===== config.mk =====
export PLATFORM = sky130hd
export DESIGN_NAME = two_axis_moving_average
export DESIGN_NICKNAME = d
export VERILOG_FILES = /design/src/hw/rtl/tama_pkg.sv /design/src/hw/rtl/tama_div.sv /design/src/hw/rtl/two_axis_moving_average.sv
export SDC_FILE = /design/constraint.sdc
export NUM_CORES = 1
export LEC_CHECK = 0
export ABC_CLOCK_PERIOD_IN_PS = 7770
export BUFFER_PORTS_ARGS = -buffer_cell sky130_fd_sc_hd__buf_4
export CAP_MARGIN = 0
export CORE_UTILIZATION = 35
export CTS_CLUSTER_SIZE = 25
export DETAILED_ROUTE_END_ITERATION = 10
export GPL_TIMING_DRIVEN = 0
export HOLD_SLACK_MARGIN = 0.03
export PLACE_DENSITY_LB_ADDON = 0.25
export SLEW_MARGIN = 0
export SYNTH_ARGS = -nofsm -noshare
export SYNTH_HDL_FRONTEND = slang
export SYNTH_SLANG_ARGS = --single-unit

===== constraint.sdc =====
create_clock -name clk_i -period 7.77 [get_ports clk_i]
set_clock_uncertainty 0.2 [all_clocks]
set_input_delay 0.3885 -clock clk_i [delete_from_list [all_inputs] [get_ports clk_i]]
set_output_delay 0.3885 -clock clk_i [all_outputs]
set_load 0.03 [all_outputs]

===== src/hw/rtl/tama_pkg.sv =====
// Shared types and constants for the two-axis moving average block.
package tama_pkg;

  // Default ring depth and the stored delta width
  localparam int unsigned RING_DEPTH_DEFAULT = 8;
  localparam int unsigned DELTA_W            = 16;
  localparam int unsigned VALUE_W            = 32;
  localparam int unsigned WINDOW_W           = 4;

  // Window register value after reset
  localparam logic [WINDOW_W-1:0] WINDOW_RESET = 4'd3;

  // Event classes
  localparam logic [1:0] CLASS_X     = 2'd0;
  localparam logic [1:0] CLASS_Y     = 2'd1;
  localparam logic [1:0] CLASS_OTHER = 2'd2;

  // Input word
  typedef struct packed {
    logic [1:0]                event_class;
    logic signed [VALUE_W-1:0] sample_value;
    logic                      report_end;
  } in_word_t;

  // Output word
  typedef struct packed {
    logic signed [VALUE_W-1:0] result_value;
    logic                      was_smoothed;
  } out_word_t;

  // Divider handshake status
  typedef struct packed {
    logic busy;
    logic done;
  } div_status_t;

endpackage


===== src/hw/rtl/tama_div.sv =====
// Bit-serial signed divider of a window sum by an unsigned sample count.
module tama_div #(
  parameter int unsigned SumW = 19,
  parameter int unsigned CntW = 4
) (
  input  logic                                clk_i,
  input  logic                                rst_ni,
  input  logic                                start_i,
  input  logic signed [SumW-1:0]              dividend_i,
  input  logic [CntW-1:0]                     divisor_i,
  output tama_pkg::div_status_t               status_o,
  output logic signed [tama_pkg::DELTA_W-1:0] quotient_o
);
  import tama_pkg::*;

  localparam int unsigned StepW = $clog2(SumW + 1);

  logic            busy_q;
  logic            done_q;
  logic            neg_q;
  logic [StepW-1:0] step_q;
  logic [SumW-1:0] quo_q;
  logic [CntW-1:0] rem_q;
  logic [CntW-1:0] dsr_q;
  logic [CntW:0]   rem_sh;
  logic            fits;
  logic [CntW:0]   rem_sub;
  logic [SumW-1:0] quo_signed;

  // One restoring step: shift in the next dividend bit, try the subtract
  always_comb begin
    rem_sh  = {rem_q, quo_q[SumW-1]};
    fits    = rem_sh >= {1'b0, dsr_q};
    rem_sub = rem_sh - {1'b0, dsr_q};
  end

  // Load on start, then iterate one quotient bit per cycle
  always_ff @(posedge clk_i or negedge rst_ni) begin
    if (!rst_ni) begin
      busy_q <= 1'b0;
      done_q <= 1'b0;
      step_q <= '0;
    end else begin
      done_q <= 1'b0;
      if (start_i) begin
        busy_q <= 1'b1;
        step_q <= '0;
      end else if (busy_q) begin
        if (step_q == StepW'(SumW - 1)) begin
          busy_q <= 1'b0;
          done_q <= 1'b1;
        end
        step_q <= step_q + 1'b1;
      end
    end
  end

  // Datapath registers
  always_ff @(posedge clk_i) begin
    if (start_i) begin
      neg_q <= dividend_i[SumW-1];
      quo_q <= dividend_i[SumW-1] ? SumW'(-dividend_i) : SumW'(dividend_i);
      rem_q <= '0;
      dsr_q <= divisor_i;
    end else if (busy_q) begin
      rem_q <= fits ? rem_sub[CntW-1:0] : rem_sh[CntW-1:0];
      quo_q <= {quo_q[SumW-2:0], fits};
    end
  end

  // Restore the sign and keep the low delta bits
  assign quo_signed      = neg_q ? (~quo_q + 1'b1) : quo_q;
  assign quotient_o      = quo_signed[DELTA_W-1:0];
  assign status_o.busy   = busy_q;
  assign status_o.done   = done_q;

endmodule


===== src/hw/rtl/two_axis_moving_average.sv =====
// Top level of the two-axis moving average for relative pointer motion.
//
// Usage: input words (event class, value, report end) arrive on a valid/ready
// channel; each accepted word yields exactly one output word on a second
// valid/ready channel. X and Y deltas are stored, 16 bits wide, in two rings
// that share one write slot, and are replaced by the truncating mean of the
// newest samples of that axis. Other events, and every event while the window
// register is 0 or 1, pass through unchanged with was_smoothed low.
// The user must write the window register through cfg_we_i / cfg_wdata_i
// only while idle; the block does not enforce it. Timing: one word at a time.
// A passthrough word goes straight to the push state and enters the output
// register when that is free. A smoothed word takes n accumulate steps (n is
// the number of samples averaged, one step each through the shared adder), a
// divider start and SUM_W = 16 + log2(RingDepth) divider steps (19 at the
// default depth of 8). Input is ready again as a word enters the output register.
// Reset clears both rings, the write slot, the fill count and the seen flags,
// and sets the window to 3. When the receiver stalls, the finished word waits
// in the output register; the next input word is still taken and processed,
// and its result waits until the output register frees up.
module two_axis_moving_average #(
  parameter int unsigned RingDepth = tama_pkg::RING_DEPTH_DEFAULT
) (
  input  logic                              clk_i,
  input  logic                              rst_ni,
  input  logic                              in_valid_i,
  output logic                              in_ready_o,
  input  tama_pkg::in_word_t                in_data_i,
  output logic                              out_valid_o,
  input  logic                              out_ready_i,
  output tama_pkg::out_word_t               out_data_o,
  input  logic                              cfg_we_i,
  input  logic [tama_pkg::WINDOW_W-1:0]     cfg_wdata_i
);
  import tama_pkg::*;

  localparam int unsigned IdxW = $clog2(RingDepth);
  localparam int unsigned CntW = $clog2(RingDepth + 1);
  localparam int unsigned SumW = DELTA_W + $clog2(RingDepth);
  localparam int unsigned CmpW = (CntW > WINDOW_W) ? CntW : WINDOW_W;

  typedef enum logic [4:0] {
    S_IDLE  = 5'b00001,
    S_SUM   = 5'b00010,
    S_START = 5'b00100,
    S_DIV   = 5'b01000,
    S_PUSH  = 5'b10000
  } state_e;

  state_e state_q, state_d;

  logic [WINDOW_W-1:0]        window_q;
  logic signed [DELTA_W-1:0]  x_ring_q [RingDepth];
  logic signed [DELTA_W-1:0]  y_ring_q [RingDepth];
  logic [IdxW-1:0]            slot_q;
  logic [CntW-1:0]            fill_q;
  logic                       x_seen_q;
  logic                       y_seen_q;

  logic                       axis_y_q;
  logic [IdxW-1:0]            rd_idx_q;
  logic [CntW-1:0]            left_q;
  logic [CntW-1:0]            cnt_q;
  logic signed [SumW-1:0]     acc_q;
  out_word_t                  res_q;
  out_word_t                  out_q;
  logic                       out_valid_q;

  logic                       accept;
  logic                       is_delta;
  logic                       win_pass;
  logic                       smooth;
  logic                       is_y;
  logic [CmpW-1:0]            win_ext;
  logic [CmpW-1:0]            depth_ext;
  logic [CntW-1:0]            win_eff;
  logic [CntW:0]              fill_inc;
  logic [CntW-1:0]            n_take;
  logic signed [DELTA_W-1:0]  delta;
  logic signed [DELTA_W-1:0]  rd_data;
  logic                       push;
  logic                       div_start;
  div_status_t                div_status;
  logic signed [DELTA_W-1:0]  div_quot;

  // Decode the word and clamp the window to at most RingDepth
  always_comb begin
    is_delta  = (in_data_i.event_class == CLASS_X) || (in_data_i.event_class == CLASS_Y);
    is_y      = (in_data_i.event_class == CLASS_Y);
    win_ext   = CmpW'(window_q);
    depth_ext = CmpW'(RingDepth);
    win_pass  = win_ext <= CmpW'(1);
    win_eff   = (win_ext > depth_ext) ? CntW'(RingDepth) : win_ext[CntW-1:0];
    smooth    = is_delta && !win_pass;
    fill_inc  = {1'b0, fill_q} + 1'b1;
    n_take    = (fill_inc > {1'b0, win_eff}) ? win_eff : fill_inc[CntW-1:0];
    delta     = in_data_i.sample_value[DELTA_W-1:0];
  end

  assign in_ready_o = (state_q == S_IDLE);
  assign accept     = in_valid_i && in_ready_o;
  assign rd_data    = axis_y_q ? y_ring_q[rd_idx_q] : x_ring_q[rd_idx_q];
  assign push       = (state_q == S_PUSH) && (!out_valid_q || out_ready_i);
  assign div_start  = (state_q == S_START);

  // Sequence: accumulate, divide, hand the word to the output register; passthrough words go straight to the hand-off
  always_comb begin
    state_d = state_q;
    unique case (state_q)
      S_IDLE: begin
        if (accept) state_d = smooth ? S_SUM : S_PUSH;
      end
      S_SUM: begin
        if (left_q == CntW'(1)) state_d = S_START;
      end
      S_START: state_d = S_DIV;
      S_DIV: begin
        if (div_status.done) state_d = S_PUSH;
      end
      S_PUSH: begin
        if (push) state_d = S_IDLE;
      end
      default: state_d = S_IDLE;
    endcase
  end

  // Control state, rings and history bookkeeping
  always_ff @(posedge clk_i or negedge rst_ni) begin
    if (!rst_ni) begin
      state_q     <= S_IDLE;
      window_q    <= WINDOW_RESET;
      slot_q      <= '0;
      fill_q      <= '0;
      x_seen_q    <= 1'b0;
      y_seen_q    <= 1'b0;
      out_valid_q <= 1'b0;
      for (int i = 0; i < RingDepth; i++) begin
        x_ring_q[i] <= '0;
        y_ring_q[i] <= '0;
      end
    end else begin
      state_q <= state_d;
      if (cfg_we_i) window_q <= cfg_wdata_i;

      // Store the delta, fill the other axis on sync, advance the slot
      if (accept && smooth) begin
        if (is_y) begin
          y_ring_q[slot_q] <= delta;
        end else begin
          x_ring_q[slot_q] <= delta;
        end
        if (in_data_i.report_end) begin
          if (is_y && !x_seen_q) x_ring_q[slot_q] <= '0;
          if (!is_y && !y_seen_q) y_ring_q[slot_q] <= '0;
          slot_q   <= (slot_q == IdxW'(RingDepth - 1)) ? '0 : slot_q + 1'b1;
          if (fill_q < CntW'(RingDepth)) fill_q <= fill_q + 1'b1;
          x_seen_q <= 1'b0;
          y_seen_q <= 1'b0;
        end else if (is_y) begin
          y_seen_q <= 1'b1;
        end else begin
          x_seen_q <= 1'b1;
        end
      end

      // Hold the output word until taken
      if (push) begin
        out_valid_q <= 1'b1;
      end else if (out_ready_i) begin
        out_valid_q <= 1'b0;
      end
    end
  end

  // Datapath registers
  always_ff @(posedge clk_i) begin
    if (accept) begin
      axis_y_q <= is_y;
      rd_idx_q <= slot_q;
      left_q   <= n_take;
      cnt_q    <= n_take;
      acc_q    <= '0;
      res_q.result_value <= in_data_i.sample_value;
      res_q.was_smoothed <= 1'b0;
    end else if (state_q == S_SUM) begin
      acc_q    <= acc_q + SumW'(rd_data);
      rd_idx_q <= (rd_idx_q == '0) ? IdxW'(RingDepth - 1) : rd_idx_q - 1'b1;
      left_q   <= left_q - 1'b1;
    end else if ((state_q == S_DIV) && div_status.done) begin
      res_q.result_value <= VALUE_W'(div_quot);
      res_q.was_smoothed <= 1'b1;
    end
    if (push) out_q <= res_q;
  end

  // Shared serial divider for the window mean
  tama_div #(
    .SumW (SumW),
    .CntW (CntW)
  ) u_div (
    .clk_i      (clk_i),
    .rst_ni     (rst_ni),
    .start_i    (div_start),
    .dividend_i (acc_q),
    .divisor_i  (cnt_q),
    .status_o   (div_status),
    .quotient_o (div_quot)
  );

  assign out_valid_o = out_valid_q;
  assign out_data_o  = out_q;

endmodule


* Yosys cells after proc, flatten, opt, wreduce, memory -nomap -nowiden
Index checks and enable logic that the tools add are counted.
Storage, ports and cells: flip-flop bits (word level) 407, input bits 44, output and inout bits 35, word-level logic and storage cells 163
Cells by class: add/subtract/negate cells 10, order comparisons 8, eq/ne operators 15, multiplexer cells 55, bitwise logic cells 7, reduce and logical (&&, ||, !) cells 29
Operators with widths (count):
- 128-bit two-way mux | 8
- 128-bit bitwise AND | 2
- 128-bit bitwise mux | 2
- 128-bit inverter | 1
- 16-bit two-way mux | 7
- 33-bit two-way mux | 3
- 16-bit binary-select mux with 3-bit select | 2
- 19-bit two-way mux | 3
- 16-bit demux with 3-bit select | 1
- 5-bit two-way mux | 7
- 5-bit one-hot mux with 5 select lines | 1
- 4-bit two-way mux | 5
- 19-bit by 16-bit adder with 19-bit output | 1
- 19-bit negation | 1
- 16-bit by 1-bit adder with 16-bit output, second input constant | 1
- 16-bit inverter | 1
- 1-bit two-way mux | 12
- 3-bit two-way mux | 4
- 5-bit == test, second input constant | 2
- 2-bit AND reduction | 5
- 2-bit nonzero test | 5
- 4-bit >= comparator, second input constant | 2
- 1-bit logical AND | 8
- 2-bit != test, second input constant | 4
- 29 further kinds | 36

* Depth between registers and ports, before layout
Gate-level depths: netlist (run 1).
depth in word-level cells 11, depth in mapped cells 14

* Hierarchy
Synthesis (run 1) repeated with hierarchy kept, for this count alone.
Unflattened totals: cells, all modules 1847, area, all modules 19645.1 um^2
By module, submodules not included:
- two_axis_moving_average | times used 1, cells each 1599, area each 17281.6 um^2
- tama_div | times used 1, cells each 248, area each 2363.5 um^2

* Worst setup path before layout (run 1)
No wires, ideal clock.
path kind flip-flop to flip-flop, start register rd_idx_q[0], end register acc_q[18], library setup time 0.074 ns, data arrival time 4.174 ns, path slack 3.323 ns, cell stages (with the launch flop) 13, buffers on the path 2, cells stage by stage edfxtp_1 -> buf_1 -> buf_1 -> mux4_2 -> mux4_2 -> ha_1 -> nor2b_1 -> o2111ai_1 -> a21boi_0 -> o21ai_0 -> and3_1 -> or4_1 -> a21oi_1
On the way: longest elaborated chain between the ends 6, elaborated cells between the ends (all ways) 9, those cells by class add/sub: 1; mux: 7; bitwise: 1
RTL lines:
- from (decl) | RTL line two_axis_moving_average.sv:60 | logic [IdxW-1:0] rd_idx_q;
- from (signal assigned) | RTL line two_axis_moving_average.sv:178 | rd_idx_q <= slot_q;
- from (signal assigned) | RTL line two_axis_moving_average.sv:186 | rd_idx_q <= (rd_idx_q == '0) ? IdxW'(RingDepth - 1) : rd_idx_q - 1'b1;
- 3-bit inverter with 4-bit output (not written as such) * | RTL line two_axis_moving_average.sv:101 | assign rd_data = axis_y_q ? y_ring_q[rd_idx_q] : x_ring_q[rd_idx_q];
- 16-bit binary-select mux with 3-bit select | RTL line two_axis_moving_average.sv:101
- 16-bit two-way mux (not written as such) (2 in series) | RTL line two_axis_moving_average.sv:101
- 16-bit two-way mux * | RTL line two_axis_moving_average.sv:101
- 19-bit by 16-bit adder with 19-bit output * | RTL line two_axis_moving_average.sv:185 | acc_q <= acc_q + SumW'(rd_data);
- to (signal assigned) | RTL line two_axis_moving_average.sv:185
- to (decl) | RTL line two_axis_moving_average.sv:63 | logic signed [SumW-1:0] acc_q;
Every way passes the cells marked *; elsewhere a longest branch is shown, timed or not. The select of a mux whose other input is x is not followed. A chain may end at the register's enable or synchronous reset.

* Worst setup path in the final report (run 1)
Ends and elaborated chain as after synthesis.

==> results of run 1 <==
power breakdown:
| group | leakage (nW) | total (mW) | internal, mW | switching [mW] |
|---|---|---|---|---|
| Clock | 0.725 | 2.12 | 1.24 | 0.880 |
| Sequential | 4.88 | 3.27 | 2.90 | 0.376 |
| Combinational | 4.06 | 2.73 | 1.14 | 1.59 |
| Total | 9.67 | 8.12 | 5.28 | 2.84 |
cells by family (layout without fill, tap and decap cells):
family                   count (synthesis)  in the layout  share of synthesized area, %
buffers and inverters                  151            329                          3.16
other                                    0              1                             0
AO/OA/AOI/OAI                          568            568                          15.6
AND/OR/NAND/NOR                        516            516                          11.4
multiplexers                            98             98                          10.3
adder cells (fa/ha/maj)                 39             39                          2.59
flip-flops                             407            407                          54.5
XOR/XNOR                                54             54                          2.44
worst max-delay path, cell delays in order, from the launching register on:
cell,delay (ns)
edfxtp_1,0.52
buf_1,0.59
buf_1,0.91
mux4_2,0.64
mux4_2,0.53
ha_1,0.36
nor2b_1,0.22
o2111ai_1,0.18
a21boi_0,0.40
o21ai_0,0.21
and3_1,0.21
or4_1,0.46
a21oi_1,0.15
sequential cells by signal, summed over array words and instances, names as in the netlist, 5 cells and up:
signal	cells
x_ring_q	128
y_ring_q	128
out_data_o	33
res_q	33
acc_q	19
u_div.quo_q	19
state_q	5
u_div.step_q	5
layer usage:
metal	GRT usage (%)	routed length [um]	vias to the layer above
li1	-	-	6846
met1	25.7	23900	7489
met2	33.3	26600	478
met4	7.37	1540	2
met3	2.83	2840	107
met5	0	12	-
synthesized netlist by cell type, drive strengths merged, types with 25 or more instances:
cell	number
dfrtp	279
o21ai	218
xor2	34
edfxtp	101
nor2	313
a21o	25
ha	37
inv	30
nand2	100
clkbuf	92
a21oi	282
buf	28
mux4	80
worst paths after layout:
path | slack (ns) | startpoint | to
setup / recovery | 2.09 | rd_idx_q[0] | acc_q[18]
hold / removal | 0.07 | in_data_i[4] | y_ring_q[19]
setup reg to reg | 2.09 | rd_idx_q[0] | acc_q[18]
hold reg to reg | 0.21 | res_q[3] | out_data_o[3]
max in group asynchronous | 5.74 | rst_ni | y_ring_q[99]
min in group asynchronous | 0.20 | rst_ni | x_ring_q[77]
final cells by class:
type,instances,area [sq um],share of cell area [%]
Sequential cell,407,10600,46.8
Timing Repair Buffer,95,838,3.71
Inverter,31,116,0.515
Multi-Input combinational cell,1275,8210,36.4
Tap cell,696,871,3.86
Clock inverter,14,73.8,0.327
Buffer,120,497,2.20
Antenna cell,1,2.50,0.0111
Clock buffer,69,1400,6.18
stage by stage:
step / hold WS (ns) / setup WS, ns
floorplan: -0.107 / 3.32
global placement: 0.201 / 2.26
detailed placement: 0.205 / 2.18
CTS: 0.0398 / 2.17
global route: 0.0807 / 1.76
finish: 0.0741 / 2.09
timing repair:
| item | 4_1_cts | 5_1_grt |
|---|---|---|
| endpoints found under the hold margin | 112 | 0 |
| resized for setup | 0 | 0 |
| hold buffers | 31 | 0 |
| buffers inserted | 0 | 0 |
==> summary.txt, run 1 <==
Cells and area
  – Nets@finish: between 2k and 2.5k
  – Fin util: 41.6%
  – Final non-filler cell total: 2,708
  – Commonest cells after routing, fill and taps aside: 313 x nor2_1, 282 x a21oi_1, 279 x dfrtp_1, 198 x o21ai_0, 101 x edfxtp_1
  – Fill count: about 5.3k
  – Design area: 22,600 sq um
  – Layout cells sized above 1: 12.9%
  – Syn-to-layout area delta: 16.4%
  – Most common cell after layout, fill and taps aside: nor2_1

Clock tree
  – Worst-Skew Late Latency: just under 0.6 ns
  – Clock root cell: clkbuf_16
  – Max clock buf depth: 3
  – Sink Count: around 400
  – Clock-pin slew of the registers on the worst-case setup and hold paths: ~0.06 ns
  – CTS tree: done
  – H-tree depth: 2
  – CTS Buf Count: 46

Synth
  – Synth area leaders: dfrtp_1 36%, edfxtp_1 16%, mux4_2 9.3%, a21oi_1 7.3%, nor2_1 6.1%
  – Post-synth EDFFs: just over 100
  – Net Count, Synth: 1,916
  – Yosys top cell by area: dfrtp_1
  – Commonest register cell after synthesis: dfrtp_1
  – Mapped Cells: 1,833
  – Yosys synthesis warning count: 0
  – Sequential fraction of the synthesis area: 54.5%
  – Asr flop ratio synth: 69.3%
  – Post-synth top area share: 36.0%
  – Synthesized cell area: 19,400 sq um
  – Yosys reg bits: 407
  – Syn Area/Cell: 10.6 sq um
  – Distinct cells, synth: 61

Pwr
  – P per Cell Area: 360 nW/um^2
  – Max VDD drop: 0.000201 V
  – Total power: 8.12 mW
  – Leak: approximately 9.7 nW

Drt
  – DR vias/cell: 5.51
  – Via count: 14.9k
  – Post-Route WL: 55.0 mm
  – ANT nets after route: 0
  – Pre-antenna DRT Iters: 5
  – WL/cell: 20.3 um
  – First DRT Iteration DRCs: 1,085
  – DRC viols: 0

Floorplan
  – Placeable Area: ~54,000 sq um
  – Chip height: 237 um
  – Cell row count: 85
  – Chip Width: about 240 um
  – Starting density of the core: 35.8%
  – Ports: between 70 and 80
  – Die area: 56,400 sq um

Global route
  – GRT Residual Overflow: 0
  – Overall routing resource usage: 19.7%
  – Antenna violations before repair: 1
  – Vias in the first global route: 15.2k
  – First-pass GRT wire length: 86.3 mm
  – Largest net degree at the start of global routing: 107

Setup path
  – Maximum fanout along the worst path: 10
  – Critical Path RT: between 8 and 9 ns
  – CP arrival: 5.98 ns
  – Critical path class: register to register
  – Startpoint Class: register
  – FF-to-FF path depth: 12
  – Nature of the critical path endpoint: register

STA
  – Final period util: around three quarters
  – Hold Vio Cnt, Final: 0
  – Relative slew slack: between 10% and 20%
  – Final setup fails: 0
  – Final Slew Violations: 0
  – Final setup TNS: 0 ns
  – Max Fclk: roughly 180 MHz
  – RSZ-0062 raised after global routing: false
  – Slew @ Worst Pin: 1.26 ns
  – Tmin final: about 5.7 ns

Place
  – Placed cells: ~2.6k
  – Port bufs: 62
  – HPWL Detailed: ~40 mm
  – Dpl cell area: roughly 21,000 sq um
  – GPL Wtd Cong: ~0.87

Status
  – Status: finished clean

Worst hold path
  – Hold path depth: 3
  – Hold Crit Class: input pin to register

Run
  – Max-cap check violation count: 0
No activity file was read; power rests on OpenSTA's default activity.
==> run 2: changes to the inputs <==
--- a/config.mk
+++ b/config.mk
@@ -5,7 +5,8 @@
 export SDC_FILE = /design/constraint.sdc
 export NUM_CORES = 1
 export LEC_CHECK = 0
-export ABC_CLOCK_PERIOD_IN_PS = 7770
+export ABC_AREA = 1
+export ABC_CLOCK_PERIOD_IN_PS = 4900
 export BUFFER_PORTS_ARGS = -buffer_cell sky130_fd_sc_hd__buf_4
 export CAP_MARGIN = 0
 export CORE_UTILIZATION = 35
==> constraint.sdc (replaced) <==
create_clock -name clk_i -period 4.9 [get_ports clk_i]
set_clock_uncertainty 0.2 [all_clocks]
set_input_delay 0.245 -clock clk_i [delete_from_list [all_inputs] [get_ports clk_i]]
set_output_delay 0.245 -clock clk_i [all_outputs]
set_load 0.03 [all_outputs]
==> summary.txt, run 2 <==
Status
  – Status: finished with violations (was finished clean)
  – Failing checks: design-rule violations

Synth
  – Most instantiated cells after synthesis: 363 x inv_1, 279 x dfrtp_1, 258 x nand2_1 (was 313 x nor2_1, 282 x a21oi_1, 279 x dfrtp_1)
  – Yosys synthesis warning count: 0 (unchanged)
  – Post-synthesis xor/xnor area fraction: 1.42% (was 2.44%)
  – Adder-cell share of the synthesized area: 2.40% (was 2.59%)
  – Commonest register cell after synthesis: dfrtp_1 (unchanged)
  – Synth area leaders: dfrtp_1 33%, edfxtp_1 14%, a22oi_1 6.6%, inv_1 6.5%, o21ai_0 5.6% (was dfrtp_1 36%, edfxtp_1 16%, mux4_2 9.3%, a21oi_1 7.3%, nor2_1 6.1%)
  – Synth Area in Compound Gates: 22.8% (was 15.6%)
  – Post-synth EDFFs: 101 (unchanged)
  – Distinct cells, synth: 52 (was 61)
  – Post-Synth Simple-Gate Area: 13.2% (was 11.4%)
  – Mux cell area share after synthesis: 0.107% (was 10.3%)
  – Net Count, Synth: 2,435 (was 1,916)
  – Most frequent cell after synthesis: inv_1 (was nor2_1)
  – Largest family of logic cells by synthesized area: compound AO/OA/AOI/OAI gates (unchanged)
  – Mapped Cells: 2,352 (was 1,833)
  – Syn Area/Cell: 8.93 sq um (was 10.6 sq um)
  – Asr flop ratio synth: 69.3% (unchanged)
  – Synthesized cell area: 21,000 sq um (was 19,400 sq um)
  – Yosys top cell by area: dfrtp_1 (unchanged)
  – Yosys reg bits: 407 (unchanged)
  – Post-synth top area share: 33.3% (was 36.0%)
  – Sequential fraction of the synthesis area: 50.4% (was 54.5%)

Run
  – Max-cap check violation count: 0 (unchanged)

Place
  – Placed cells: 3,203 (was 2,593)
  – GPL Wtd Cong: 0.972 (was 0.869)
  – HPWL Detailed: 52.1 mm (was 40.3 mm)
  – Port bufs: 76 (was 62)

STA
  – Final period util: 95.5% (was 73.1%)
  – Hold Vio Cnt, Final: 0 (unchanged)
  – Final setup fails: 0 (unchanged)
  – RSZ-0062 raised after global routing: false (unchanged)
  – Final Slew Violations: 0 (unchanged)
  – Relative slew slack: 24.7% (was 15.6%)
  – Final setup TNS: 0 ns (unchanged)
  – Max Fclk: 214 MHz (was 176 MHz)
  – Tmin final: 4.68 ns (was 5.68 ns)
  – Slew @ Worst Pin: 1.13 ns (was 1.26 ns)

Clock tree
  – Max clock buf depth: 3 (unchanged)
  – CTS tree: done (unchanged)
  – CTS Buf Count: 47 (was 46)
  – Worst-Skew Late Latency: 0.60 ns (was 0.58 ns)
  – H-tree depth: 2 (unchanged)
  – Post-CTS Setup Inserts: 0 (unchanged)
  – Clock root cell: clkbuf_16 (unchanged)
  – Clock-pin slew of the registers on the worst-case setup and hold paths: 0.06 ns (about the same)
  – Sink Count: 407 (unchanged)

Global route
  – Antenna violations before repair: 1 (unchanged)
  – First-pass GRT wire length: 110 mm (was 86.3 mm)
  – Largest net degree at the start of global routing: 113 (was 107)
  – Overall routing resource usage: 24.2% (was 19.7%)
  – Vias in the first global route: 17.7k (was 15.2k)
  – GRT Residual Overflow: 0 (unchanged)

Cells and area
  – Commonest cells after routing, fill and taps aside: 363 x inv_1, 279 x dfrtp_1, 257 x nand2_1, 236 x o21ai_0, 224 x a21oi_1 (was 313 x nor2_1, 282 x a21oi_1, 279 x dfrtp_1, 198 x o21ai_0, 101 x edfxtp_1)
  – Nets@finish: 2,604 (was 2,059)
  – Most common cell after layout, fill and taps aside: inv_1 (was nor2_1)
  – Final non-filler cell total: 3,332 (was 2,708)
  – Fill count: 5,837 (was 5,259)
  – Syn-to-layout area delta: 18.0% (was 16.4%)
  – Top Registers: x_ring_q (128), y_ring_q (128) (unchanged)
  – Diode count: 0 (was 1)
  – Layout cells sized above 1: 12.9% (about the same)

Floorplan
  – Ports: 79 (unchanged)
  – Starting density of the core: 35.5% (was 35.8%)
  – Chip height: 247 um (was 237 um)
  – Die area: 61,000 sq um (was 56,400 sq um)
  – Placeable Area: 59,100 sq um (was 54,200 sq um)
  – Cell row count: 89 (was 85)
  – Chip Width: 247 um (was 237 um)

Drt
  – DRC viols: 18 (was 0)
  – Wl on met1: 31.2 mm (was 23.9 mm)
  – DR top layer: met4 (was met5)
  – WL/cell: 21.9 um (was 20.3 um)
  – Post-Route WL: 73.1 mm (was 55.0 mm)
  – Via count: 18.2k (was 14.9k)
  – Met2 routed WL: 32.2 mm (was 26.6 mm)
  – Metal3 WL: 5.66 mm (was 2.84 mm)
  – First DRT Iteration DRCs: 1,959 (was 1,085)
  – ANT nets after route: 0 (unchanged)
  – Pre-antenna DRT Iters: 9 (was 5)
  – DR vias/cell: 5.47 (was 5.51)

Setup path
  – Startpoint Class: register (unchanged)
  – Critical Path RT: 5.20 ns (was 8.07 ns)
  – CP Cell Sequence: inv_1 > buf_2 > clkbuf_1 > clkbuf_1 > o21ai_0 > nand3_1 > nand3_1 > nand2_1 > ha_1 > nand2_1 > inv_1 > a21boi_0 > nand3_1 > nand2_1 > nand2_1 > nand2_1 > nand3_1 > nand3_1 > inv_1 (was buf_1 > buf_1 > mux4_2 > mux4_2 > ha_1 > nor2b_1 > o2111ai_1 > a21boi_0 > o21ai_0 > and3_1 > or4_1 > a21oi_1)
  – Reg2reg end: acc_q[13] (was acc_q[18])
  – Worst flop-to-flop path startpoint: rd_idx_q[0] (unchanged)
  – CP max-delay cell: clkbuf_1 (was buf_1)
  – Critical path class: register to register (unchanged)
  – FF-to-FF path depth: 19 (was 12)
  – R2R Setup Slk: 0.22 ns (was 2.09 ns)
  – CP arrival: 4.98 ns (was 5.98 ns)
  – Maximum fanout along the worst path: 10 (unchanged)
  – Nature of the critical path endpoint: register (unchanged)
  – Critical Path Max Stage Delay: 0.75 ns (was 0.91 ns)

Worst hold path
  – Hold path endpoint: state_q[4] (was y_ring_q[19])
  – Hold_sp: in_data_i[34] (was in_data_i[4])
  – Hold path depth: 5 (was 3)
  – Hold Crit Class: input pin to register (unchanged)

Pwr
  – Leak: 11.6 nW (was 9.67 nW)
  – Max VDD drop: 0.000311 V (was 0.000201 V)
  – P per Cell Area: 660 nW/um^2 (was 360 nW/um^2)
==> run 2: cell count changes after synthesis, sizes merged, moves of 40 or more <==
cell    change
nand2     +168
a21oi      -58
inv       +351
mux4       -80
clkbuf     -40
a22oi     +224
nand3     +125
nor2      -193
buf        +48
o21ai      +84
==> run 2: power by group <==
part / leakage [nW] / internal, mW / switching, mW / total (mW)
clock network: 0.855 / 2.42 / 1.51 / 3.93
registers: 4.04 / 4.89 / 0.644 / 5.53
logic: 6.66 / 2.15 / 4.74 / 6.89
total: 11.6 / 9.46 / 6.89 / 16.4
==> run 2: cell families after synthesis <==
| kind of cell | Yosys count |
|---|---|
| muxes | 2 |
| buffers and inverters | 512 |
| AOI/OAI and AO/OA | 788 |
| xor gates and xnor gates | 34 |
| and+or+nand+nor | 570 |
| DFF | 407 |
| adders and majority gates | 39 |
==> run 2: critical path: cells and delay by family, from the launching register on <==
| family | cells | cell delay [ns] |
|---|---|---|
| compound gates | 2 | 0.60 |
| buf+inv | 6 | 1.58 |
| flops | 1 | 0.44 |
| fa+ha+maj | 1 | 0.30 |
| simple gates | 10 | 1.45 |
==> run 2: layer usage <==
| layer | up-vias | GRT usage [%] |
|---|---|---|
| met4 | 0 | 12.5 |
| met2 | 742 | 36.9 |
| met3 | 213 | 5.19 |
| li1 | 8383 | - |
| met1 | 8891 | 32.2 |
| met5 | - | 0 |
==> run 2: final cells by class <==
class | count | area, sq um | share of cell area [%]
Sequential cell | 407 | 10600 | 42.7
Timing Repair Buffer | 120 | 1050 | 4.25
Clock inverter | 24 | 354 | 1.43
Inverter | 384 | 1450 | 5.85
Multi-Input combinational cell | 1433 | 8380 | 33.8
Tap cell | 773 | 967 | 3.90
Buffer | 128 | 603 | 2.43
Clock buffer | 63 | 1390 | 5.61
==> run 2: worst max-delay path by stage <==
stage | from | to | slack [ns] | cells after the start
6_report | rd_idx_q[0] | acc_q[13] | 0.22 | 19
5_1_grt | rd_idx_q[0] | acc_q[16] | 0.02 | 19
4_1_cts | rd_idx_q[0] | acc_q[16] | 0.02 | 19
3_5_place_dp | rd_idx_q[0] | acc_q[16] | 0.05 | 19
3_3_place_gp | rd_idx_q[0] | acc_q[16] | 0.06 | 19
2_1_floorplan | rd_idx_q[0] | acc_q[16] | 1.58 | 19
==> run 2: what timing repair did <==
item	CTS	global route
hold buffers	42	0
gates resized for setup	0	12
endpoints found under the hold margin	347	0
endpoints found under the setup margin	0	4
==> run 2: per-stage QoR <==
stage	hold WS (ns)	worst slack (ns)	utilization [%]	instance area [sq um]	power, mW
finish	0.0237	0.221	41.9	24800	16.4
global placement	0.201	0.0648	38.1	22500	12.1
global route	0.0641	0.0154	41.9	24800	17.3
floorplan	-0.251	1.58	-	21000	9.92
detailed placement	0.0507	0.0501	38.2	22600	12.3
CTS	0.0332	0.0214	41.9	24800	16.3
